## config.mk

```make
export PLATFORM = sky130hd
export DESIGN_NAME = byte_stream_reassembler_flat
export DESIGN_NICKNAME = d
export VERILOG_FILES = /design/src/hdl/bsr_pkg.sv /design/src/hdl/bsr_ifs.sv /design/src/hdl/bsr_ctrl.sv /design/src/hdl/bsr_dp.sv /design/src/hdl/byte_stream_reassembler.sv /design/src/flat_wrapper.sv
export VERILOG_INCLUDE_DIRS = /design/src /design/src/hdl
export SDC_FILE = /design/constraint.sdc
export NUM_CORES = 1
export LEC_CHECK = 0
export BUFFER_PORTS_ARGS = -buffer_cell sky130_fd_sc_hd__buf_2
export CORE_MARGIN = 3
export CORE_UTILIZATION = 55
export CTS_BUF_LIST = sky130_fd_sc_hd__clkbuf_8 sky130_fd_sc_hd__clkbuf_16
export CTS_CLUSTER_SIZE = 10
export DETAILED_ROUTE_END_ITERATION = 16
export GPL_TIMING_DRIVEN = 0
export PLACE_DENSITY_LB_ADDON = 0.12
export REMOVE_ABC_BUFFERS = 1
export SLEW_MARGIN = 20
export SYNTH_ARGS = -nofsm -noshare
export SYNTH_HDL_FRONTEND = slang
export SYNTH_SLANG_ARGS = --single-unit
```

## constraint.sdc

```tcl
create_clock -name clk -period 11.3 [get_ports clk]
set_input_delay 0.565 -clock clk [delete_from_list [all_inputs] [get_ports clk]]
set_output_delay 0.565 -clock clk [all_outputs]
set_load 0.005 [all_outputs]
```

## src/hdl/byte_stream_reassembler_assert.svh

```systemverilog
// Assertion macros for the reassembler datapath (bsr_dp).
// The enclosing module must provide clk and rst_n.
`ifndef BYTE_STREAM_REASSEMBLER_ASSERT_SVH
`define BYTE_STREAM_REASSEMBLER_ASSERT_SVH

`ifndef SYNTH
`define BSR_ASSERT_SAME(lbl, ante, cons) \
  lbl: assert property (@(posedge clk) disable iff (!rst_n) (ante) |-> (cons)) \
    else $error("byte_stream_reassembler: same-cycle check failed");
`define BSR_ASSERT_NEXT(lbl, ante, cons) \
  lbl: assert property (@(posedge clk) disable iff (!rst_n) (ante) |=> (cons)) \
    else $error("byte_stream_reassembler: next-cycle check failed");
`else
`define BSR_ASSERT_SAME(lbl, ante, cons)
`define BSR_ASSERT_NEXT(lbl, ante, cons)
`endif

`endif

```

## src/hdl/bsr_pkg.sv

```systemverilog
package bsr_pkg;

  localparam int WINDOW_DEPTH = 64;
  localparam int IDX_W        = $clog2(WINDOW_DEPTH);
  localparam int OFF_W        = 32;
  localparam int BYTE_W       = 8;
  localparam int CNT_W        = 7;
  localparam int WIN_W        = 7;
  localparam logic [WIN_W-1:0] WIN_RESET = 7'd64;

  typedef enum logic [1:0] {
    ST_IDLE,
    ST_EVAL,
    ST_READ,
    ST_EMIT
  } state_t;

  typedef struct packed {
    logic latch;
    logic eval;
    logic read;
    logic emit_byte;
    logic emit_status;
  } cmd_t;

  typedef struct packed {
    logic hit;
    logic last;
    logic out_free;
  } sts_t;

endpackage

```

## src/hdl/bsr_ifs.sv

```systemverilog
interface bsr_in_if;
  logic                          valid;
  logic                          ready;
  logic                          has_byte;
  logic [bsr_pkg::BYTE_W-1:0]    data_byte;
  logic [bsr_pkg::OFF_W-1:0]     stream_offset;
  logic                          end_of_stream;

  modport source (output valid, has_byte, data_byte, stream_offset, end_of_stream,
                  input ready);
  modport sink   (input valid, has_byte, data_byte, stream_offset, end_of_stream,
                  output ready);
endinterface

interface bsr_out_if;
  logic                          valid;
  logic                          ready;
  logic [bsr_pkg::BYTE_W-1:0]    out_byte;
  logic                          byte_valid;
  logic [bsr_pkg::CNT_W-1:0]     pending_count;
  logic                          stream_ended;
  logic                          last;

  modport source (output valid, out_byte, byte_valid, pending_count, stream_ended, last,
                  input ready);
  modport sink   (input valid, out_byte, byte_valid, pending_count, stream_ended, last,
                  output ready);
endinterface

interface bsr_cfg_if;
  logic                          valid;
  logic                          ready;
  logic [bsr_pkg::WIN_W-1:0]     window_size;

  modport source (output valid, window_size, input ready);
  modport sink   (input valid, window_size, output ready);
endinterface

```

## src/hdl/bsr_ctrl.sv

```systemverilog
module bsr_ctrl (
  input  logic          clk,
  input  logic          rst_n,
  input  logic          in_valid,
  output logic          in_ready,
  input  bsr_pkg::sts_t sts_i,
  output bsr_pkg::cmd_t cmd_o
);

  bsr_pkg::state_t state_r, state_nxt;

  always_ff @(posedge clk) begin
    if (!rst_n) begin
      state_r <= bsr_pkg::ST_IDLE;
    end else begin
      state_r <= state_nxt;
    end
  end

  always_comb begin
    state_nxt = state_r;
    cmd_o     = '0;
    in_ready  = 1'b0;
    unique case (state_r)
      bsr_pkg::ST_IDLE: begin
        in_ready = 1'b1;
        if (in_valid) begin
          cmd_o.latch = 1'b1;
          state_nxt   = bsr_pkg::ST_EVAL;
        end
      end
      bsr_pkg::ST_EVAL: begin
        cmd_o.eval = 1'b1;
        state_nxt  = bsr_pkg::ST_READ;
      end
      bsr_pkg::ST_READ: begin
        // A miss here only happens before the first byte of an item, so it
        // always means a status result.
        if (sts_i.hit) begin
          cmd_o.read = 1'b1;
          state_nxt  = bsr_pkg::ST_EMIT;
        end else if (sts_i.out_free) begin
          cmd_o.emit_status = 1'b1;
          state_nxt         = bsr_pkg::ST_IDLE;
        end
      end
      bsr_pkg::ST_EMIT: begin
        if (sts_i.out_free) begin
          cmd_o.emit_byte = 1'b1;
          state_nxt       = sts_i.last ? bsr_pkg::ST_IDLE : bsr_pkg::ST_READ;
        end
      end
      default: begin
        state_nxt = bsr_pkg::ST_IDLE;
      end
    endcase
  end

endmodule

```

## src/hdl/bsr_dp.sv

```systemverilog
`include "byte_stream_reassembler_assert.svh"

module bsr_dp (
  input  logic                         clk,
  input  logic                         rst_n,
  input  bsr_pkg::cmd_t                cmd_i,
  output bsr_pkg::sts_t                sts_o,
  input  logic                         in_has_byte,
  input  logic [bsr_pkg::BYTE_W-1:0]   in_data_byte,
  input  logic [bsr_pkg::OFF_W-1:0]    in_stream_offset,
  input  logic                         in_end_of_stream,
  input  logic                         cfg_we,
  input  logic [bsr_pkg::WIN_W-1:0]    cfg_window_size,
  output logic                         out_valid,
  input  logic                         out_ready,
  output logic [bsr_pkg::BYTE_W-1:0]   out_byte,
  output logic                         out_byte_valid,
  output logic [bsr_pkg::CNT_W-1:0]    out_pending_count,
  output logic                         out_stream_ended,
  output logic                         out_last
);

  localparam int DEPTH = bsr_pkg::WINDOW_DEPTH;
  localparam int IW    = bsr_pkg::IDX_W;
  localparam int OW    = bsr_pkg::OFF_W;
  localparam int CW    = bsr_pkg::CNT_W;
  localparam int WW    = bsr_pkg::WIN_W;

  // Latched input item
  logic                        has_r;
  logic [bsr_pkg::BYTE_W-1:0]  data_r;
  logic [OW-1:0]               off_r;
  logic                        eof_r;

  // Stream state
  logic [WW-1:0]               window_r;
  logic [OW-1:0]               next_exp_r;
  logic [IW-1:0]               head_r;
  logic [CW-1:0]               pending_r, pending_nxt;
  logic                        eof_seen_r;
  logic [DEPTH-1:0]            present_r;
  logic [bsr_pkg::BYTE_W-1:0]  store_mem [DEPTH];
  logic [bsr_pkg::BYTE_W-1:0]  rdata_r;
  logic                        last_r;

  // Output register
  logic                        out_valid_r;
  logic [bsr_pkg::BYTE_W-1:0]  out_byte_r;
  logic                        out_byte_valid_r;
  logic [CW-1:0]               out_pending_r;
  logic                        out_ended_r;
  logic                        out_last_r;

  logic [WW-1:0]               eff_win;
  logic [OW-1:0]               off_delta;
  logic                        behind;
  logic                        in_win;
  logic [IW:0]                 slot_sum;
  logic [IW-1:0]               slot;
  logic                        store_we;
  logic [IW-1:0]               head_inc;
  logic                        out_free;

  always_comb begin
    eff_win   = (window_r > WW'(DEPTH)) ? WW'(DEPTH) : window_r;
    off_delta = off_r - next_exp_r;
    behind    = off_delta[OW-1];
    in_win    = !behind && (off_delta < OW'(eff_win));
    // off_delta is below DEPTH whenever the slot is used, so one subtract wraps it.
    slot_sum = {1'b0, head_r} + {1'b0, off_delta[IW-1:0]};
    slot     = (slot_sum >= (IW+1)'(DEPTH)) ? IW'(slot_sum - (IW+1)'(DEPTH))
                                            : slot_sum[IW-1:0];
    store_we = cmd_i.eval && has_r && in_win && !present_r[slot];
    head_inc = (head_r == IW'(DEPTH - 1)) ? '0 : head_r + IW'(1);
    out_free = !out_valid_r || out_ready;

    pending_nxt = pending_r;
    if (store_we) begin
      pending_nxt = pending_r + CW'(1);
    end else if (cmd_i.read && (pending_r != '0)) begin
      pending_nxt = pending_r - CW'(1);
    end
  end

  always_ff @(posedge clk) begin
    if (cmd_i.latch) begin
      has_r  <= in_has_byte;
      data_r <= in_data_byte;
      off_r  <= in_stream_offset;
      eof_r  <= in_end_of_stream;
    end
  end

  always_ff @(posedge clk) begin
    if (store_we) begin
      store_mem[slot] <= data_r;
    end
  end

  always_ff @(posedge clk) begin
    if (cmd_i.read) begin
      rdata_r <= store_mem[head_r];
      // The bit at the following slot decides whether the run continues.
      last_r  <= !present_r[head_inc];
    end
  end

  always_ff @(posedge clk) begin
    if (!rst_n) begin
      window_r    <= bsr_pkg::WIN_RESET;
      next_exp_r  <= '0;
      head_r      <= '0;
      pending_r   <= '0;
      eof_seen_r  <= 1'b0;
      present_r   <= '0;
      out_valid_r <= 1'b0;
    end else begin
      pending_r <= pending_nxt;
      if (cfg_we) begin
        window_r <= cfg_window_size;
      end
      if (cmd_i.eval && (behind || in_win) && eof_r) begin
        eof_seen_r <= 1'b1;
      end
      if (store_we) begin
        present_r[slot] <= 1'b1;
      end
      if (cmd_i.read) begin
        present_r[head_r] <= 1'b0;
        head_r            <= head_inc;
        next_exp_r        <= next_exp_r + OW'(1);
      end
      if (cmd_i.emit_byte || cmd_i.emit_status) begin
        out_valid_r <= 1'b1;
      end else if (out_ready) begin
        out_valid_r <= 1'b0;
      end
    end
  end

  always_ff @(posedge clk) begin
    if (cmd_i.emit_byte) begin
      out_byte_r       <= rdata_r;
      out_byte_valid_r <= 1'b1;
      out_pending_r    <= pending_r;
      out_ended_r      <= eof_seen_r && (pending_r == '0);
      out_last_r       <= last_r;
    end else if (cmd_i.emit_status) begin
      out_byte_r       <= '0;
      out_byte_valid_r <= 1'b0;
      out_pending_r    <= pending_r;
      out_ended_r      <= eof_seen_r && (pending_r == '0);
      out_last_r       <= 1'b1;
    end
  end

  assign sts_o.hit      = present_r[head_r];
  assign sts_o.last     = last_r;
  assign sts_o.out_free = out_free;

  assign out_valid         = out_valid_r;
  assign out_byte          = out_byte_r;
  assign out_byte_valid    = out_byte_valid_r;
  assign out_pending_count = out_pending_r;
  assign out_stream_ended  = out_ended_r;
  assign out_last          = out_last_r;

  `BSR_ASSERT_SAME(a_pending_matches_map, 1'b1, pending_r == $countones(present_r))
  `BSR_ASSERT_NEXT(a_read_clears_head, cmd_i.read, !present_r[$past(head_r)])
  `BSR_ASSERT_SAME(a_emit_needs_room, cmd_i.emit_byte || cmd_i.emit_status, out_free)

endmodule

```

## src/hdl/byte_stream_reassembler.sv

```systemverilog
// Reassembles a byte stream from items tagged with absolute 32-bit offsets. Each
// transfer on the input carries at most one byte; bytes inside the receive window
// (next expected offset plus min(window_size, WINDOW_DEPTH)) land in a ring store
// with a present bit per slot, bytes already delivered are dropped, and bytes past
// the window are ignored together with their end-of-stream mark. Every input item
// yields either the contiguous in-order run that became available, one result per
// byte with last on the final one, or a single status result with byte_valid low.
// An item's offset is checked and the store written after its input transfer; then
// a status result is loaded into the output register, or each delivered byte costs
// a registered read of the single-port store and a load of the output register,
// which stalls while it is full. The next item is taken once the last result of the
// current one is in the output register. window_size is written through the cfg
// channel, which is always ready; write it only while no item is in flight.
module byte_stream_reassembler (
  input  logic       clk,
  input  logic       rst_n,
  bsr_in_if.sink     in_ch,
  bsr_out_if.source  out_ch,
  bsr_cfg_if.sink    cfg_ch
);

  bsr_pkg::cmd_t cmd;
  bsr_pkg::sts_t sts;

  assign cfg_ch.ready = 1'b1;

  bsr_ctrl u_ctrl (
    .clk      (clk),
    .rst_n    (rst_n),
    .in_valid (in_ch.valid),
    .in_ready (in_ch.ready),
    .sts_i    (sts),
    .cmd_o    (cmd)
  );

  bsr_dp u_dp (
    .clk               (clk),
    .rst_n             (rst_n),
    .cmd_i             (cmd),
    .sts_o             (sts),
    .in_has_byte       (in_ch.has_byte),
    .in_data_byte      (in_ch.data_byte),
    .in_stream_offset  (in_ch.stream_offset),
    .in_end_of_stream  (in_ch.end_of_stream),
    .cfg_we            (cfg_ch.valid),
    .cfg_window_size   (cfg_ch.window_size),
    .out_valid         (out_ch.valid),
    .out_ready         (out_ch.ready),
    .out_byte          (out_ch.out_byte),
    .out_byte_valid    (out_ch.byte_valid),
    .out_pending_count (out_ch.pending_count),
    .out_stream_ended  (out_ch.stream_ended),
    .out_last          (out_ch.last)
  );

endmodule

```

## src/flat_wrapper.sv

```systemverilog
// flat-port wrapper written by rule: the top's interface ports become plain ports
module byte_stream_reassembler_flat 
  (clk, rst_n, in_ch_valid, in_ch_has_byte, in_ch_data_byte, in_ch_stream_offset, in_ch_end_of_stream, in_ch_ready, out_ch_valid, out_ch_out_byte, out_ch_byte_valid, out_ch_pending_count, out_ch_stream_ended, out_ch_last, out_ch_ready, cfg_ch_valid, cfg_ch_window_size, cfg_ch_ready);
  bsr_in_if in_ch_i ();
  bsr_out_if out_ch_i ();
  bsr_cfg_if cfg_ch_i ();
  input  logic clk;
  input  logic rst_n;
  input wire logic [$bits(in_ch_i.valid)-1:0] in_ch_valid;
  input wire logic [$bits(in_ch_i.has_byte)-1:0] in_ch_has_byte;
  input wire logic [$bits(in_ch_i.data_byte)-1:0] in_ch_data_byte;
  input wire logic [$bits(in_ch_i.stream_offset)-1:0] in_ch_stream_offset;
  input wire logic [$bits(in_ch_i.end_of_stream)-1:0] in_ch_end_of_stream;
  output wire logic [$bits(in_ch_i.ready)-1:0] in_ch_ready;
  output wire logic [$bits(out_ch_i.valid)-1:0] out_ch_valid;
  output wire logic [$bits(out_ch_i.out_byte)-1:0] out_ch_out_byte;
  output wire logic [$bits(out_ch_i.byte_valid)-1:0] out_ch_byte_valid;
  output wire logic [$bits(out_ch_i.pending_count)-1:0] out_ch_pending_count;
  output wire logic [$bits(out_ch_i.stream_ended)-1:0] out_ch_stream_ended;
  output wire logic [$bits(out_ch_i.last)-1:0] out_ch_last;
  input wire logic [$bits(out_ch_i.ready)-1:0] out_ch_ready;
  input wire logic [$bits(cfg_ch_i.valid)-1:0] cfg_ch_valid;
  input wire logic [$bits(cfg_ch_i.window_size)-1:0] cfg_ch_window_size;
  output wire logic [$bits(cfg_ch_i.ready)-1:0] cfg_ch_ready;
  assign in_ch_i.valid = in_ch_valid;
  assign in_ch_i.has_byte = in_ch_has_byte;
  assign in_ch_i.data_byte = in_ch_data_byte;
  assign in_ch_i.stream_offset = in_ch_stream_offset;
  assign in_ch_i.end_of_stream = in_ch_end_of_stream;
  assign in_ch_ready = in_ch_i.ready;
  assign out_ch_valid = out_ch_i.valid;
  assign out_ch_out_byte = out_ch_i.out_byte;
  assign out_ch_byte_valid = out_ch_i.byte_valid;
  assign out_ch_pending_count = out_ch_i.pending_count;
  assign out_ch_stream_ended = out_ch_i.stream_ended;
  assign out_ch_last = out_ch_i.last;
  assign out_ch_i.ready = out_ch_ready;
  assign cfg_ch_i.valid = cfg_ch_valid;
  assign cfg_ch_i.window_size = cfg_ch_window_size;
  assign cfg_ch_ready = cfg_ch_i.ready;
  byte_stream_reassembler u_core (.clk(clk), .rst_n(rst_n), .in_ch(in_ch_i), .out_ch(out_ch_i), .cfg_ch(cfg_ch_i));
endmodule
```

======== Word level (Yosys, flattened, before mapping) ========
Memory sizes are Yosys's and may differ from the RTL's. A register that Yosys moved wholly into a read port is not among the register bits.
Cells that the tools add are included.
operators by class
  $add $sub $neg .......................... 7
  $mul .................................... 0
  divide/modulo/power cells ............... 0
  magnitude comparators ................... 8
  equality and inequality tests ........... 7
  shift operators ......................... 0
  multiplexer cells ....................... 46
  bitwise gates (word level) .............. 3
  reduce and logical (&&, ||, !) cells .... 24
operators with widths
  cell                                                 number
  2-to-1 mux 64 bit                                    3
  AND 64 bit                                           1
  inverter 64 bit                                      1
  OR 64 bit                                            1
  2-to-1 mux 7 bit                                     5
  adder 32 x 1 -> 32 bit, second input constant        1
  < comparator 32 x 7 -> 1 bit                         1
  subtractor 32 bit                                    1
  2-to-1 mux 1 bit                                     23
  < comparator 6 x 7 -> 1 bit, second input constant   3
  binary-select mux 1 bit (select 6 bit)               3
  2-to-1 mux 8 bit                                     2
  demux 1 bit (select 6 bit)                           2
  >= comparator 6 x 1 -> 1 bit, second input constant  2
  2-to-1 mux 6 bit                                     2
  logical AND 1 bit                                    10
  2-to-1 mux 2 bit                                     5
  one-hot mux 2 bit (4 select lines)                   1
  adder 6 x 6 -> 7 bit                                 1
  adder 7 x 1 -> 7 bit, second input constant          1
  >= comparator 7 bit, second input constant           1
  > comparator 7 bit, second input constant            1
  zero test 7 bit                                      1
  nonzero test 7 bit                                   1
  other kinds (13)                                     22
storage, ports and cells
  register bits after elaboration ......... 181
  latch bits .............................. 0
  bits in writable memories ............... 512
  bits in read-only memories .............. 0
  input port bits ......................... 54
  output and inout port bits .............. 21
  memories ................................ 1
memories
  memory                 words  width  rd ports  clocked after memory_dff  wr ports  RTL line      source
  u_core.u_dp.store_mem  64     8      1         1                         1         bsr_dp.sv:42  logic [bsr_pkg::BYTE_W-1:0] store_mem [DEPTH];

======== Logic depth before layout (Yosys ltp) ========
  word-level depth ........................ 13
  depth in mapped cells ................... 28
  depth with buffers taken out ............ 26

======== Modules after synthesis ========
Synthesis repeated with hierarchy kept, for this count alone.
second synthesis, totals
  cells, all modules ...................... 2167
  area, all modules ....................... 30534.3 µm²
modules (own cells, without submodules)
  module                   times used  cells an instance  area each (µm²)
  bsr_dp                   1           2148               30390.4
  bsr_ctrl                 1           17                 132.6
  byte_stream_reassembler  1           2                  11.3

======== Worst setup path before layout ========
Ideal clock, no wire load.
  path kind ............................... reg2reg
  from .................................... reg u_core.u_dp.head_r[1]
  to ...................................... reg u_core.u_dp.pending_r[6]
  setup time .............................. 86 ps
  arrival ................................. 5759 ps
  path slack .............................. 5455 ps
  cell stages (with the launch flop) ...... 22
  clock period less this slack ............ 5845 ps
  cells stage by stage .................... dfxtp_1 -> buf_2 -> buf_1 -> clkinv_1 -> fa_1 -> xnor2_1 -> mux4_2 -> mux4_2 -> a21oi_1 -> mux2_2 -> and4_1 -> clkbuf_1 -> buf_2 -> nand2_4 -> fa_1 -> a21o_1 -> a21oi_1 -> nor2b_1 -> o21ai_0 -> nand2b_1 -> a31o_2 -> a221oi_2
between the ends
  longest elaborated chain between the ends .. 8
RTL lines
  what                                                              RTL line       source
  from (decl)                                                       bsr_dp.sv:38   logic [IW-1:0] head_r;
  from (signal assigned)                                            bsr_dp.sv:130  head_r <= head_inc;
  adder 6 x 6 -> 7 bit                                              bsr_dp.sv:70   slot_sum = {1'b0, head_r} + {1'b0, off_delta[IW-1:0]};
  subtractor 6 x 1 -> 6 bit or >= comparator 7 bit (tied branches)  bsr_dp.sv:71   slot = (slot_sum >= (IW+1)'(DEPTH)) ? IW'(slot_sum - (IW+1)'(DEPTH))
  2-to-1 mux 6 bit                                                  bsr_dp.sv:71
  binary-select mux 1 bit (select 6 bit)                            bsr_dp.sv:73   store_we = cmd_i.eval && has_r && in_win && !present_r[slot];
  2-to-1 mux 1 bit (not written as such)                            bsr_dp.sv:73
  zero test 1 bit                                                   bsr_dp.sv:73
  logical AND 1 bit                                                 bsr_dp.sv:73
  2-to-1 mux 7 bit or nonzero test 2 bit (tied branches)            -
  to (signal assigned)                                              bsr_dp.sv:118  pending_r <= pending_nxt;
  to (decl)                                                         bsr_dp.sv:39   logic [CW-1:0] pending_r, pending_nxt;
Parallel ways exist; a longest one is shown, timed or not. The select of a mux whose other input is x is not followed.
A chain may end at the register's enable or synchronous reset.

======== Worst setup path in the final report ========
Ends and elaborated chain as after synthesis.

==> metrics.md <==
| Metric | Value |
|---|---|
| Cells after Synth | `around 2400` |
| Sequential cell fraction of total power | `approximately 52%` |
| Yosys cell types | `78` |
| Hold path cells | `1` |
| Highest Clock Rate | `about 130 MHz` |
| Clk_lat worst skew | `roughly 620 ps` |
| Dpl ws | `3770 ps` |
| Final WL | `85.1 mm` |
| Crit start category | `register` |
| Placed Cells | `3073` |
| Commonest cells after routing, fill and taps aside | `edfxtp_1 (580), inv_1 (218), a22oi_1 (173), nor2_1 (132), a21oi_1 (117)` |
| Final setup violation count | `0` |
| Initial antenna violation count | `0` |
| Worst-path cell chain | `clkinv_1 -> fa_2 -> xnor2_2 -> buf_6 -> mux4_2 -> mux4_2 -> a21oi_1 -> mux2_2 -> and4_4 -> nand2_4 -> fa_1 -> a21o_1 -> a21oi_1 -> nor2b_1 -> o21ai_0 -> nand2b_1 -> a31o_2 -> a221oi_2` |
| Die height | `242 um` |
| Final min period | `between 7000 and 8000 ps` |
| Slew HR | `26.7%` |
| Setup Crit Path Kind | `reg2reg` |
| Non-filler cells, final | `3223` |
| Clock buffer count from CTS | `between 80 and 90` |
| Crit end category | `register` |
| Largest family of logic cells by synthesized area | `compound AO/OA/AOI/OAI gates` |
| CP required | `11830 ps` |
| FF-to-FF Start | `u_core.u_dp.head_r[1]` |
| Comb pwr share | `4.4%` |
| Fin. max-slew vios | `0` |
| Max-Cap Viols | `0` |
| Clock slew at reported path FFs | `60 ps` |
| Sw frac | `approximately 22%` |
| Total DRC errors in the routed layout | `0` |
| RSZ-0062 raised after global routing | `false` |
| Compound-Gate Fraction of Synth Area | `14.2%` |
| CP Max Fanout | `68` |
| HP Class | `in2reg` |
| Vias/cell | `6.50` |
| Worst Setup SP | `u_core.u_dp.head_r[1]` |
| # IOs | `between 70 and 80` |
| Wirelength per Cell | `26.4 um` |
| Total GRT Usage | `28.8%` |
| CP Depth | `18` |
| Hold worst-path end | `u_core.u_dp.off_r[20]` |
| Placeable Area | `roughly 54000 sq um` |
| Die W | `between 200 and 250 um` |
| Mean Syn Cell Area | `approximately 13 sq um` |
| Core Rows | `85` |
| Power Dens Cells | `157 nW/um^2` |
| R2R cell count | `18` |
| Final period util | `about two thirds` |
| Slowest stage delay, CP | `850 ps` |
| Number of buffers and inverters on the critical path | `2` |
| Number of setup buffers added after CTS | `0` |
| HPWL Detailed | `55.6 mm` |
| Int Pwr | `4260 uW` |
| # hold bufs at CTS | `0` |
| P_sw | `1180 uW` |
| Clock Sinks | `701` |
| Synth Area in XOR/XNOR | `1.72%` |
| Hold path startpoint | `in_ch_stream_offset[20]` |
| Max clock buf depth | `3` |
| Area of the die | `~60000 sq um` |
| Pre-Repair DR Iteration Count | `5` |
| Layout Skew | `23.2 ps` |
| Synthesized area | `around 31000 sq um` |
| Worst Slack Setup Final | `roughly 3700 ps` |
| # diodes | `0` |
| Static Leakage | `0.0118 uW` |
| Initial cell density of the core | `56.2%` |
| Status | `finished, final reports clean` |
| Post-synth top area share | `57.0%` |
| RR Endpoint | `u_core.u_dp.pending_r[6]` |
| Dominant cells by area after synthesis | `edfxtp_1 (57%), dfxtp_1 (7.9%), a22oi_1 (4.3%), mux4_2 (2.7%), nand4_1 (2.4%)` |
| Fin util | `about 64%` |
| Share of cells above drive strength 1 | `12.6%` |
| Least-Margin Pin Slew | `between 1000 and 1500 ps` |
| Reg2Reg Setup Slack | `approximately 3700 ps` |
| Gpl congestion | `0.918` |
| Grt ovf | `0` |
| Async set-or-reset flop fraction in the synthesized netlist | `0%` |
| Clock share of power | `43.6%` |
| DRT iter0 DRCs | `2392` |
| Global-route wire length before repair | `128 mm` |
| Antenna Violating Nets Remaining | `0` |
| Largest net degree at the start of global routing | `83` |
| Synth Flop Type | `edfxtp_1` |
| CP max-delay cell | `dfxtp_2` |
| P&R area growth vs syn | `13.3%` |
| Port bufs | `73` |
| Final hold vios | `0` |
| Commonest non-fill, non-tap cell in the layout | `edfxtp_1` |
| CP delay by family, top | `compound AO/OA/AOI/OAI gates` |
| Post_cts resized | `0` |
| CTS tree | `yes` |
| CP Data Arrival Time | `8150 ps` |
| Clk root buf | `clkbuf_16` |
| H-tree depth | `3` |
| Synthesized flop and latch total | `701` |
| Total vias in the final route | `~21000` |
| YS warnings | `0` |
| Post-synth EDFFs | `580` |
| Synth area leader | `edfxtp_1` |
| Worst vdd ir | `143 uV` |
| Vias in the first global route | `approximately 20000` |
| Nets | `2523` |
| Seq/Total Area, Yosys | `between 60% and 70%` |
| Post-Synth Adder-Cell Area | `2.20%` |
| Mux share of post-synthesis cell area | `3.94%` |
| Simple-gate portion of the synthesized area | `8.94%` |
sequential cells by signal (all words and copies together), names as in the netlist, 6 cells and up:
register and count:
u_core.u_dp.off_r 32, u_core.u_dp.next_exp_r 32, u_core.u_dp.store_mem 512, u_core.u_dp.head_r 6, u_core.u_dp.window_r 7, u_core.u_dp.data_r 8, u_core.u_dp.out_byte 8, u_core.u_dp.out_pending_count 7
u_core.u_dp.present_r 64, u_core.u_dp.rdata_r 8, u_core.u_dp.pending_r 7
metal layers:
| layer | track usage [%] | vias to the layer above | part of all wire [%] |
|---|---|---|---|
| li1 | - | 9284 | - |
| met1 | 41.0 | 10400 | 42 |
| met2 | 45.6 | 1097 | 46 |
| met3 | 4.82 | 143 | 8.8 |
| met4 | 9.85 | 0 | 3.1 |
| met5 | 0 | - | 0 |
power by group through the flow:
stage          Clock (uW)  Sequential [uW]  Combinational, uW
2_1_floorplan           0             2890                122
3_3_place_gp            0             2910                175
3_5_place_dp            0             2880                231
4_1_cts              2390             2830                232
5_1_grt              2510             2830                257
6_report             2370             2830                237
per-stage QoR:
step	setup TNS, ps	hold slack (ps)	total power (uW)	cell area, sq um
2_1_floorplan	0	418	3010	29900
3_3_place_gp	-269700	439	3090	31200
3_5_place_dp	0	446	3110	32200
4_1_cts	0	84.6	5450	34600
5_1_grt	0	98.6	5600	34600
6_report	0	118	5430	34600
cell usage after synthesis, types with 24 or more instances:
cell type,n
a21o_1,24
a22o_1,42
a221oi_1,44
a21oi_1,117
clkbuf_1,97
mux4_2,37
a22oi_1,173
nand3_1,50
nand4_1,116
dfxtp_1,121
xnor2_1,48
o211ai_1,24
nand2_1,92
inv_1,159
ha_1,49
o21ai_0,113
mux2i_1,29
nor2_1,136
edfxtp_1,580
cells by family after synthesis:
logic type      Yosys count
flops                   701
compound gates          631
simple gates            527
buf+inv                 311
mux                      73
xor+xnor                 60
fa+ha+maj                52
other cells               1
final cells by class:
type | instances | area [sq um]
clock buffers | 83 | 2070
clock inverters | 67 | 365
fillers | 4079 | 19700
inverters | 162 | 608
multi-input cells | 1344 | 9630
flip-flops and latches | 701 | 19900
well taps | 739 | 925
repair buffers | 127 | 1180
worst max path at each step:
stage	to	slack, ps
final	u_core.u_dp.pending_r[6]	3680
after global routing	u_core.u_dp.pending_r[6]	3330
after CTS	u_core.u_dp.pending_r[6]	3740
after detailed placement	u_core.u_dp.pending_r[6]	3770
after global placement	u_core.u_dp.next_exp_r[25]	-3240
after floorplan	u_core.u_dp.pending_r[6]	3420
Note: power is estimated with default switching activity, not from simulation.
